===== config.mk =====
export PLATFORM = sky130hd
export DESIGN_NAME = toy_register_machine_execute
export DESIGN_NICKNAME = d
export VERILOG_FILES = /design/src/trm_pkg.sv /design/src/trm_div.sv /design/src/trm_ctrl.sv /design/src/trm_dp.sv /design/src/toy_register_machine_execute.sv
export VERILOG_INCLUDE_DIRS = /design/src /design/src/src
export SDC_FILE = /design/constraint.sdc
export NUM_CORES = 2
export LEC_CHECK = 0
export BUFFER_PORTS_ARGS = -buffer_cell sky130_fd_sc_hd__buf_2
export CAP_MARGIN = 5
export CORE_MARGIN = 2
export CORE_UTILIZATION = 30
export CTS_BUF_LIST = sky130_fd_sc_hd__clkbuf_16
export DETAILED_ROUTE_END_ITERATION = 7
export REMOVE_ABC_BUFFERS = 1
export SYNTH_ARGS = -nofsm -noshare
export SYNTH_HDL_FRONTEND = slang
export SYNTH_SLANG_ARGS = --single-unit

===== constraint.sdc =====
create_clock -name clk -period 22.8 [get_ports clk]
set_input_delay 2.28 -clock clk [delete_from_list [all_inputs] [get_ports clk]]
set_output_delay 2.28 -clock clk [all_outputs]
set_load 0.005 [all_outputs]

===== src/toy_register_machine_execute_assert.svh =====
// ---------------------------------------------------------------------------
// toy register machine assertion macros
// shared property forms for the execute block checks
// ---------------------------------------------------------------------------
`ifndef TOY_REGISTER_MACHINE_EXECUTE_ASSERT_SVH
`define TOY_REGISTER_MACHINE_EXECUTE_ASSERT_SVH

// same-cycle implication, checked out of reset
`define TRM_ASSERT_IMPL(label, cond, expr) \
  label: assert property (@(posedge clk) disable iff (rst) (cond) |-> (expr)) \
    else $error("trm assertion failed");

// next-cycle implication, checked out of reset
`define TRM_ASSERT_NEXT(label, cond, expr) \
  label: assert property (@(posedge clk) disable iff (rst) (cond) |=> (expr)) \
    else $error("trm assertion failed");

`endif


===== src/trm_pkg.sv =====
// ---------------------------------------------------------------------------
// trm_pkg
// types, opcodes and handshake structs of the toy register machine execute
// ---------------------------------------------------------------------------
package trm_pkg;

  localparam int DATA_W = 32;
  localparam int ADDR_W = 10;
  localparam int WIDX_W = 5;
  localparam int CMD_W  = 5;

  // opcodes
  localparam logic [CMD_W-1:0] OP_MOV   = 5'd0;
  localparam logic [CMD_W-1:0] OP_ADD   = 5'd3;
  localparam logic [CMD_W-1:0] OP_SUB   = 5'd4;
  localparam logic [CMD_W-1:0] OP_MUL   = 5'd5;
  localparam logic [CMD_W-1:0] OP_DIV   = 5'd6;
  localparam logic [CMD_W-1:0] OP_REM   = 5'd7;
  localparam logic [CMD_W-1:0] OP_JUMP  = 5'd9;
  localparam logic [CMD_W-1:0] OP_JUMPN = 5'd10;
  localparam logic [CMD_W-1:0] OP_JUMPP = 5'd11;
  localparam logic [CMD_W-1:0] OP_JUMPZ = 5'd12;
  localparam logic [CMD_W-1:0] OP_SYS   = 5'd16;
  localparam logic [CMD_W-1:0] OP_EXIT  = 5'd18;

  // system service numbers
  localparam logic [DATA_W-1:0] SYS_READ  = 32'd1;
  localparam logic [DATA_W-1:0] SYS_PRINT = 32'd2;

  // configuration register index
  localparam logic REG_LAST_ADDRESS = 1'b0;

  typedef struct packed {
    logic [CMD_W-1:0]         command;
    logic [ADDR_W-1:0]        dest;
    logic                     first_is_register;
    logic signed [DATA_W-1:0] first_operand;
    logic                     second_is_register;
    logic signed [DATA_W-1:0] second_operand;
    logic signed [DATA_W-1:0] read_value;
  } item_t;

  typedef struct packed {
    logic [ADDR_W-1:0]        next_address;
    logic                     halted;
    logic                     write_valid;
    logic [WIDX_W-1:0]        write_index;
    logic signed [DATA_W-1:0] write_value;
    logic                     print_valid;
    logic signed [DATA_W-1:0] print_value;
    logic                     divide_error;
  } result_t;

  typedef enum logic [1:0] {
    ST_IDLE,
    ST_EXEC,
    ST_DIVIDE,
    ST_WRAP
  } state_t;

  // controller to datapath
  typedef struct packed {
    logic load;
    logic start_div;
    logic commit;
  } ctl_t;

  // datapath to controller
  typedef struct packed {
    logic div_needed;
    logic div_done;
    logic div_busy;
    logic out_free;
  } sts_t;

endpackage


===== src/trm_div.sv =====
// ---------------------------------------------------------------------------
// trm_div
// unsigned restoring divider, one quotient bit per cycle
// ---------------------------------------------------------------------------
module trm_div (
  input  logic                      clk,
  input  logic                      rst,
  input  logic                      start,
  input  logic [trm_pkg::DATA_W-1:0] dividend,
  input  logic [trm_pkg::DATA_W-1:0] divisor,
  output logic                      busy,
  output logic                      done,
  output logic [trm_pkg::DATA_W-1:0] quotient,
  output logic [trm_pkg::DATA_W-1:0] remainder
);
  import trm_pkg::*;

  localparam int CNT_W = $clog2(DATA_W + 1);

  logic [DATA_W-1:0] quo;
  logic [DATA_W-1:0] rem;
  logic [DATA_W-1:0] dvs;
  logic [CNT_W-1:0]  cnt;
  logic [DATA_W:0]   shifted;
  logic [DATA_W:0]   diff;

  always_comb begin
    shifted = {rem, quo[DATA_W-1]};
    diff    = shifted - {1'b0, dvs};
  end

  always_ff @(posedge clk) begin
    if (rst) begin
      busy <= 1'b0;
      done <= 1'b0;
      cnt  <= '0;
    end else begin
      done <= 1'b0;
      if (start) begin
        busy <= 1'b1;
        cnt  <= CNT_W'(DATA_W);
      end else if (busy) begin
        cnt <= cnt - CNT_W'(1);
        if (cnt == CNT_W'(1)) begin
          busy <= 1'b0;
          done <= 1'b1;
        end
      end
    end
  end

  always_ff @(posedge clk) begin
    if (start) begin
      quo <= dividend;
      rem <= '0;
      dvs <= divisor;
    end else if (busy) begin
      // keep the partial remainder when the trial subtract goes negative
      if (!diff[DATA_W]) begin
        rem <= diff[DATA_W-1:0];
        quo <= {quo[DATA_W-2:0], 1'b1};
      end else begin
        rem <= shifted[DATA_W-1:0];
        quo <= {quo[DATA_W-2:0], 1'b0};
      end
    end
  end

  assign quotient  = quo;
  assign remainder = rem;

endmodule


===== src/trm_ctrl.sv =====
// ---------------------------------------------------------------------------
// trm_ctrl
// sequencer: load, execute, wait on divide, commit
// ---------------------------------------------------------------------------
module trm_ctrl (
  input  logic          clk,
  input  logic          rst,
  input  logic          item_valid,
  output logic          item_ready,
  input  trm_pkg::sts_t sts,
  output trm_pkg::ctl_t ctl
);
  import trm_pkg::*;

  state_t state;
  state_t state_next;

  always_ff @(posedge clk) begin
    if (rst) begin
      state <= ST_IDLE;
    end else begin
      state <= state_next;
    end
  end

  always_comb begin
    state_next = state;
    item_ready = 1'b0;
    ctl        = '0;
    case (state)
      ST_IDLE: begin
        item_ready = 1'b1;
        if (item_valid) begin
          ctl.load   = 1'b1;
          state_next = ST_EXEC;
        end
      end
      ST_EXEC: begin
        if (sts.div_needed) begin
          ctl.start_div = 1'b1;
          state_next    = ST_DIVIDE;
        end else if (sts.out_free) begin
          ctl.commit = 1'b1;
          state_next = ST_IDLE;
        end
      end
      ST_DIVIDE: begin
        if (sts.div_done) begin
          state_next = ST_WRAP;
        end
      end
      ST_WRAP: begin
        if (sts.out_free) begin
          ctl.commit = 1'b1;
          state_next = ST_IDLE;
        end
      end
      default: begin
        state_next = ST_IDLE;
      end
    endcase
  end

endmodule


===== src/trm_dp.sv =====
// ---------------------------------------------------------------------------
// trm_dp
// register file, operand fetch, alu, program counter and result register
// ---------------------------------------------------------------------------
module trm_dp #(
  parameter int NUM_REGISTERS = 26,
  parameter int PROGRAM_DEPTH = 1024
) (
  input  logic                       clk,
  input  logic                       rst,
  input  trm_pkg::item_t             item,
  input  trm_pkg::ctl_t              ctl,
  output trm_pkg::sts_t              sts,
  input  logic [trm_pkg::ADDR_W-1:0] last_address,
  output trm_pkg::result_t           result,
  output logic                       result_valid,
  input  logic                       result_ready
);
  import trm_pkg::*;

  localparam int RW = (NUM_REGISTERS > 1) ? $clog2(NUM_REGISTERS) : 1;

  // register file, entries not yet written read as zero
  logic [DATA_W-1:0]        mem [NUM_REGISTERS];
  logic [NUM_REGISTERS-1:0] vld;

  item_t             it;
  logic [DATA_W-1:0] rd_a;
  logic [DATA_W-1:0] rd_b;
  logic              ok_a;
  logic              ok_b;
  logic [ADDR_W-1:0] pc;
  logic              stopped;

  logic [RW-1:0]     idx_a;
  logic [RW-1:0]     idx_b;
  logic              in_a;
  logic              in_b;

  logic [DATA_W-1:0] b;
  logic [DATA_W-1:0] c;
  logic [DATA_W-1:0] ma;
  logic [DATA_W-1:0] mb;
  logic [DATA_W-1:0] dq;
  logic [DATA_W-1:0] dr;
  logic [DATA_W-1:0] q;
  logic [DATA_W-1:0] r;
  logic              div_busy;
  logic              div_done;

  logic              active;
  logic              div_op;
  logic              wv;
  logic              wv_eff;
  logic [DATA_W-1:0] wval;
  logic              pv;
  logic              derr;
  logic              jump;
  logic              do_exit;
  logic              dest_ok;
  logic [ADDR_W:0]   next_full;
  logic              leave;
  logic [ADDR_W-1:0] pc_next;
  logic              stopped_next;
  result_t           res;

  // read addresses come straight off the input beat
  always_comb begin
    idx_a = item.first_operand[RW-1:0];
    in_a  = $unsigned(item.first_operand) < DATA_W'(NUM_REGISTERS);
    if (item.command == OP_SYS) begin
      idx_b = item.dest[RW-1:0];
      in_b  = DATA_W'(item.dest) < DATA_W'(NUM_REGISTERS);
    end else begin
      idx_b = item.second_operand[RW-1:0];
      in_b  = $unsigned(item.second_operand) < DATA_W'(NUM_REGISTERS);
    end
  end

  always_ff @(posedge clk) begin
    if (ctl.load) begin
      it   <= item;
      rd_a <= mem[idx_a];
      rd_b <= mem[idx_b];
      ok_a <= in_a && vld[idx_a];
      ok_b <= in_b && vld[idx_b];
    end
    if (ctl.commit && active && wv_eff) begin
      mem[it.dest[RW-1:0]] <= wval;
    end
  end

  always_comb begin
    b = it.first_is_register ? (ok_a ? rd_a : '0) : it.first_operand;
    c = it.second_is_register ? (ok_b ? rd_b : '0) : it.second_operand;
    ma = b[DATA_W-1] ? (~b + DATA_W'(1)) : b;
    mb = c[DATA_W-1] ? (~c + DATA_W'(1)) : c;
    q  = (b[DATA_W-1] ^ c[DATA_W-1]) ? (~dq + DATA_W'(1)) : dq;
    r  = b[DATA_W-1] ? (~dr + DATA_W'(1)) : dr;
  end

  trm_div u_div (
    .clk       (clk),
    .rst       (rst),
    .start     (ctl.start_div),
    .dividend  (ma),
    .divisor   (mb),
    .busy      (div_busy),
    .done      (div_done),
    .quotient  (dq),
    .remainder (dr)
  );

  always_comb begin
    active  = !stopped && !(pc > last_address);
    div_op  = (it.command == OP_DIV) || (it.command == OP_REM);
    wv      = 1'b0;
    wval    = '0;
    pv      = 1'b0;
    derr    = 1'b0;
    jump    = 1'b0;
    do_exit = 1'b0;
    case (it.command)
      OP_MOV: begin
        wv   = 1'b1;
        wval = b;
      end
      OP_ADD: begin
        wv   = 1'b1;
        wval = b + c;
      end
      OP_SUB: begin
        wv   = 1'b1;
        wval = b - c;
      end
      OP_MUL: begin
        wv   = 1'b1;
        wval = b * c;
      end
      OP_DIV, OP_REM: begin
        wv = 1'b1;
        if (c == '0) begin
          derr = 1'b1;
        end else begin
          wval = (it.command == OP_DIV) ? q : r;
        end
      end
      OP_JUMP: begin
        jump = 1'b1;
      end
      OP_JUMPN: begin
        jump = b[DATA_W-1];
      end
      OP_JUMPP: begin
        jump = !b[DATA_W-1] && (b != '0);
      end
      OP_JUMPZ: begin
        jump = (b == '0);
      end
      OP_SYS: begin
        if (b == SYS_READ) begin
          wv   = 1'b1;
          wval = it.read_value;
        end else if (b == SYS_PRINT) begin
          pv = 1'b1;
        end
      end
      OP_EXIT: begin
        do_exit = 1'b1;
      end
      default: begin
        wv = 1'b0;
      end
    endcase

    dest_ok   = DATA_W'(it.dest) < DATA_W'(NUM_REGISTERS);
    wv_eff    = wv && dest_ok;
    next_full = jump ? {1'b0, it.dest} : ({1'b0, pc} + (ADDR_W+1)'(1));
    leave     = (next_full > {1'b0, last_address}) ||
                (DATA_W'(next_full) >= DATA_W'(PROGRAM_DEPTH));

    res = '0;
    if (!active) begin
      // already stopped or counter beyond the program: nothing executes
      pc_next      = pc;
      stopped_next = 1'b1;
    end else begin
      if (do_exit) begin
        pc_next      = pc;
        stopped_next = 1'b1;
      end else begin
        pc_next      = next_full[ADDR_W-1:0];
        stopped_next = leave;
      end
      res.write_valid  = wv_eff;
      res.write_index  = wv_eff ? it.dest[WIDX_W-1:0] : '0;
      res.write_value  = wv_eff ? wval : '0;
      res.print_valid  = pv;
      res.print_value  = (pv && ok_b) ? rd_b : '0;
      res.divide_error = derr;
    end
    res.next_address = pc_next;
    res.halted       = stopped_next;
  end

  always_ff @(posedge clk) begin
    if (rst) begin
      vld          <= '0;
      pc           <= '0;
      stopped      <= 1'b0;
      result_valid <= 1'b0;
    end else begin
      if (ctl.commit) begin
        pc           <= pc_next;
        stopped      <= stopped_next;
        result_valid <= 1'b1;
        if (active && wv_eff) begin
          vld[it.dest[RW-1:0]] <= 1'b1;
        end
      end else if (result_valid && result_ready) begin
        result_valid <= 1'b0;
      end
    end
  end

  always_ff @(posedge clk) begin
    if (ctl.commit) begin
      result <= res;
    end
  end

  always_comb begin
    sts.div_needed = active && div_op && (c != '0);
    sts.div_done   = div_done;
    sts.div_busy   = div_busy;
    sts.out_free   = !result_valid || result_ready;
  end

endmodule


===== src/toy_register_machine_execute.sv =====
// ---------------------------------------------------------------------------
// toy_register_machine_execute
// executes one pre-decoded instruction per beat on a 26 x 32-bit register
// file with a program counter; apb port holds the last program address
// ---------------------------------------------------------------------------
//  channel   dir   handshake             payload
//  item      in    item_valid/ready      trm_pkg::item_t
//  result    out   result_valid/ready    trm_pkg::result_t
//  apb       in    psel/penable/pready   last_address at byte address 0
//
//  most instructions: beat loaded on accept, result registered on commit from exec
//  div and rem with a nonzero divisor: after accept the beat passes start,
//  32 one-bit divider steps, done handoff and commit
//  a new beat is taken as soon as the previous one commits, even while
//  its result still waits on result_ready; commit waits for a free slot
//  synchronous reset clears registers, counter and halt state, no sweep
// ---------------------------------------------------------------------------
`include "toy_register_machine_execute_assert.svh"

module toy_register_machine_execute #(
  parameter int NUM_REGISTERS = 26,
  parameter int PROGRAM_DEPTH = 1024
) (
  input  logic                       clk,
  input  logic                       rst,
  input  logic                       item_valid,
  output logic                       item_ready,
  input  trm_pkg::item_t             item,
  output logic                       result_valid,
  input  logic                       result_ready,
  output trm_pkg::result_t           result,
  input  logic                       psel,
  input  logic                       penable,
  input  logic                       pwrite,
  input  logic [2:0]                 paddr,
  input  logic [31:0]                pwdata,
  output logic [31:0]                prdata,
  output logic                       pready
);
  import trm_pkg::*;

  ctl_t              ctl;
  sts_t              sts;
  logic [ADDR_W-1:0] last_address;

  assign pready = 1'b1;

  always_ff @(posedge clk) begin
    if (rst) begin
      last_address <= '0;
    end else if (psel && penable && pwrite && pready && (paddr[2] == REG_LAST_ADDRESS)) begin
      last_address <= pwdata[ADDR_W-1:0];
    end
  end

  assign prdata = (paddr[2] == REG_LAST_ADDRESS) ? 32'(last_address) : '0;

  trm_ctrl u_ctrl (
    .clk        (clk),
    .rst        (rst),
    .item_valid (item_valid),
    .item_ready (item_ready),
    .sts        (sts),
    .ctl        (ctl)
  );

  trm_dp #(
    .NUM_REGISTERS (NUM_REGISTERS),
    .PROGRAM_DEPTH (PROGRAM_DEPTH)
  ) u_dp (
    .clk          (clk),
    .rst          (rst),
    .item         (item),
    .ctl          (ctl),
    .sts          (sts),
    .last_address (last_address),
    .result       (result),
    .result_valid (result_valid),
    .result_ready (result_ready)
  );

  // no beat is taken while the divider is still working
  `TRM_ASSERT_IMPL(a_ready_not_dividing, item_ready, !sts.div_busy)
  // an accepted beat closes the input until it commits
  `TRM_ASSERT_NEXT(a_accept_closes, item_valid && item_ready, !item_ready)
  // a commit always leaves a result waiting
  `TRM_ASSERT_NEXT(a_commit_fills, ctl.commit, result_valid)
  // a zero divisor writes zero and prints nothing
  `TRM_ASSERT_IMPL(a_div_error_zero, result_valid && result.divide_error,
                   result.write_value == '0 && !result.print_valid)

endmodule


==> results.txt <==
status - completed
# hold bufs at CTS - 0
PwrDens - 100 mW/mm^2
Worst Path Required - 22.99 ns
CTS buffer count - 136
gr ovfl total - 0
global-route wire length before repair - 420 mm
fin nets - 8021
Critical Path End Type - flop
die span in x - 518 um
final setup margin - 11.96 ns
Residual DRC - 0
Layout area overhead - 12.5%
R2R Path End - u_dp.mem[16][30]
cell mode on critical path - fa_1
pre-CTS WS - 12.16 ns
Clk Latency, worst-skew pair - 0.85 ns
RSZ-0062 raised after global routing - no
slew at the pin closest to its max-slew limit - 1.41 ns
wirelength, routed - 296 mm
main flop type after synthesis - edfxtp_1
Netlist cell types - 98
Mapped Area - 0.0792 mm^2
Synth Register Bits - 1248
layout cells sized above 1 - 13.8%
final-report setup violation count - 0
HP Start - last_address[5]
CP max stage delay - 0.89 ns
largest net degree at the start of global routing - 133
Fmax - 92.3 MHz
Starting Density - 30.2%
Rel. slew slack - 6.06%
Slowest cell on crit path - nand3_1
Mapped Cells - 7168
Max VDD drop - 0.340 mV
Ports - 273
Sink Count - 1248
crit path to - u_dp.mem[16][30]
number of stages on the worst hold path - 2
most instantiated cells after synthesis - 1290 x nand2_1, 1158 x edfxtp_1, 543 x nor2_1, 466 x inv_1, 410 x fa_1
DIE AREA - 0.268 mm^2
vias in the first global route - 59578
maxcap violations - 0
Static Leak - 0.0339 uW
setup slack, reg-to-reg - 11.96 ns
top-count cell post-synth - nand2_1
Max Root-Sink Buffers - 3
asr flop ratio synth - 0%
# port buffers - 225
post-CTS resize count - 0
Crit path arrival time - 11.02 ns
Setup Skew - 0.0614 ns
final estimated routing congestion in global placement - 0.956
crit start category - flop
die height - 518 um
Yosys top cell by area - edfxtp_1
wire per inst - 27.2 um
GRT Util Overall - 21.4%
clock root cell - clkbuf_16
H-tree levels - 4
Post-CTS Setup Bufs - 0
hold crit path type - flop to flop
top post-synthesis cells by area - edfxtp_1 44%, fa_1 10%, mux4_2 6.6%
setup TNS - 0 ns
Fillers - 26001
CTS tree - done
DP HPWL - 197 mm
Yosys warning total - 0
DRT antenna net count - 0
Synth top area share - 43.9%
R2R depth - 30
share of the core filled with cells - 34.0%
Post-synth EDFFs - 1158
core footprint - 0.263 mm^2
routed vias - 60065
DR vias/cell - 5.52
post-synthesis sequential area ratio - 46.2%
Worst R2R Start - u_dp.ok_a
Worst Setup SP - u_dp.ok_a
WS Path Type - flop to flop
initial antenna violation count - 20
final hold viol count - 0
row count - 188
DR iter-0 viols - 6703
critical path fanouts, max - 26
post-route minimum period - 10.84 ns
drt pass-1 iters - 8
Final Max Tran Viols - 0
syn avg cell area - 11.1 um^2
Worst-path clk slew - 0.06 ns
Tot Pwr - 8940 uW
fin crit share - 47.5%
==> cell usage in the layout, fill, tap and decap left out, types with 23 or more instances in the layout <==
| cell | count |
|---|---|
| clkinv_2 | 24 |
| mux2_2 | 54 |
| a311oi_1 | 165 |
| nor2_1 | 515 |
| conb_1 | 23 |
| nand2_1 | 1289 |
| buf_4 | 163 |
| nand3_1 | 263 |
| a21oi_1 | 255 |
| a211oi_1 | 47 |
| a31oi_1 | 68 |
| o21ai_0 | 164 |
| ha_1 | 216 |
| a22oi_1 | 31 |
| a21o_1 | 48 |
| fa_1 | 410 |
| clkbuf_16 | 137 |
| nor2b_1 | 54 |
| xnor2_1 | 207 |
| nor4_1 | 28 |
| mux2i_1 | 66 |
| edfxtp_1 | 1158 |
| o31ai_1 | 48 |
| o211ai_1 | 28 |
| buf_2 | 221 |
| clkinv_1 | 37 |
| dfxtp_1 | 89 |
| and2_1 | 54 |
| nor3_1 | 63 |
| mux4_2 | 232 |
| nor2_4 | 26 |
| and3_1 | 179 |
| nand4_1 | 27 |
| inv_1 | 493 |
| nand2b_1 | 34 |
| xor2_1 | 70 |
==> worst min-delay path by stage <==
stage / end
CTS: last_address[5]
finish: last_address[5]
global placement: last_address[7]
floorplan: last_address[1]
detailed placement: last_address[5]
global route: last_address[1]
==> flip-flops by register name, summed over array words and instances, names as in the netlist, 2 cells and up <==
register              flops
u_dp.rd_b                32
u_dp.u_div.remainder     32
u_dp.it                 113
u_dp.pc                  10
u_dp.u_div.dvs           32
u_dp.u_div.quotient      32
last_address             10
u_dp.u_div.cnt            6
u_dp.rd_a                32
u_dp.vld                 26
u_ctrl.state              2
u_dp.result              83
u_dp.mem                832
==> routing by layer <==
metal	wire [um]	up-vias	part of all wire (%)	global-route usage (%)
met5	8	-	0.0027	0
met4	25300	2	8.6	15.8
met3	27100	773	9.2	4.39
met2	138000	3202	46	34.6
met1	106000	30428	36	25.3
li1	-	25660	-	-
==> cells by family after synthesis <==
| family | share of synthesized area [%] |
|---|---|
| adders and majority gates | 13.8 |
| buffers and inverters | 4.76 |
| DFF | 46.2 |
| muxes | 8.29 |
| xor gates and xnor gates | 3.27 |
| AOI/OAI and AO/OA | 9.03 |
| and+or+nand+nor | 14.7 |
| other | 0.00948 |
==> final cells by class <==
cell class,instances,area [um^2],share of cell area (%)
Multi-Input combinational cell,4970,39400,44.2
Sequential cell,1248,36600,41.0
Tap cell,3515,4400,4.93
Clock buffer,137,3430,3.84
Timing Repair Buffer,392,2470,2.77
Inverter,492,1850,2.07
Clock inverter,115,1010,1.13
Antenna cell,6,15.0,0.0168
==> critical path, delay by kind of cell (launching register included) <==
kind	cells	cell delay [ns]
adders and majority gates	9	4.15
AOI/OAI and AO/OA	8	1.93
buffers and inverters	8	1.64
and+or+nand+nor	4	1.51
DFF	1	0.75
muxes	1	0.14
==> where the power goes <==
| group | internal, uW | total, uW | switching (uW) | leakage (uW) |
|---|---|---|---|---|
| clock network | 1200 | 2190 | 994 | 0.00225 |
| logic | 1540 | 3960 | 2420 | 0.0201 |
| registers | 2680 | 2790 | 107 | 0.0115 |
==> metrics by stage <==
| step | hold slack (ns) | instances | area [um^2] |
|---|---|---|---|
| floorplan | 0.430 | 6710 | 77400 |
| global placement | 0.445 | 10617 | 84700 |
| detailed placement | 0.448 | 10617 | 84700 |
| CTS | 0.456 | 10869 | 89200 |
| global route | 0.474 | 10874 | 89200 |
| finish | 0.454 | 10875 | 89200 |
(Power assumes the default switching activity.)
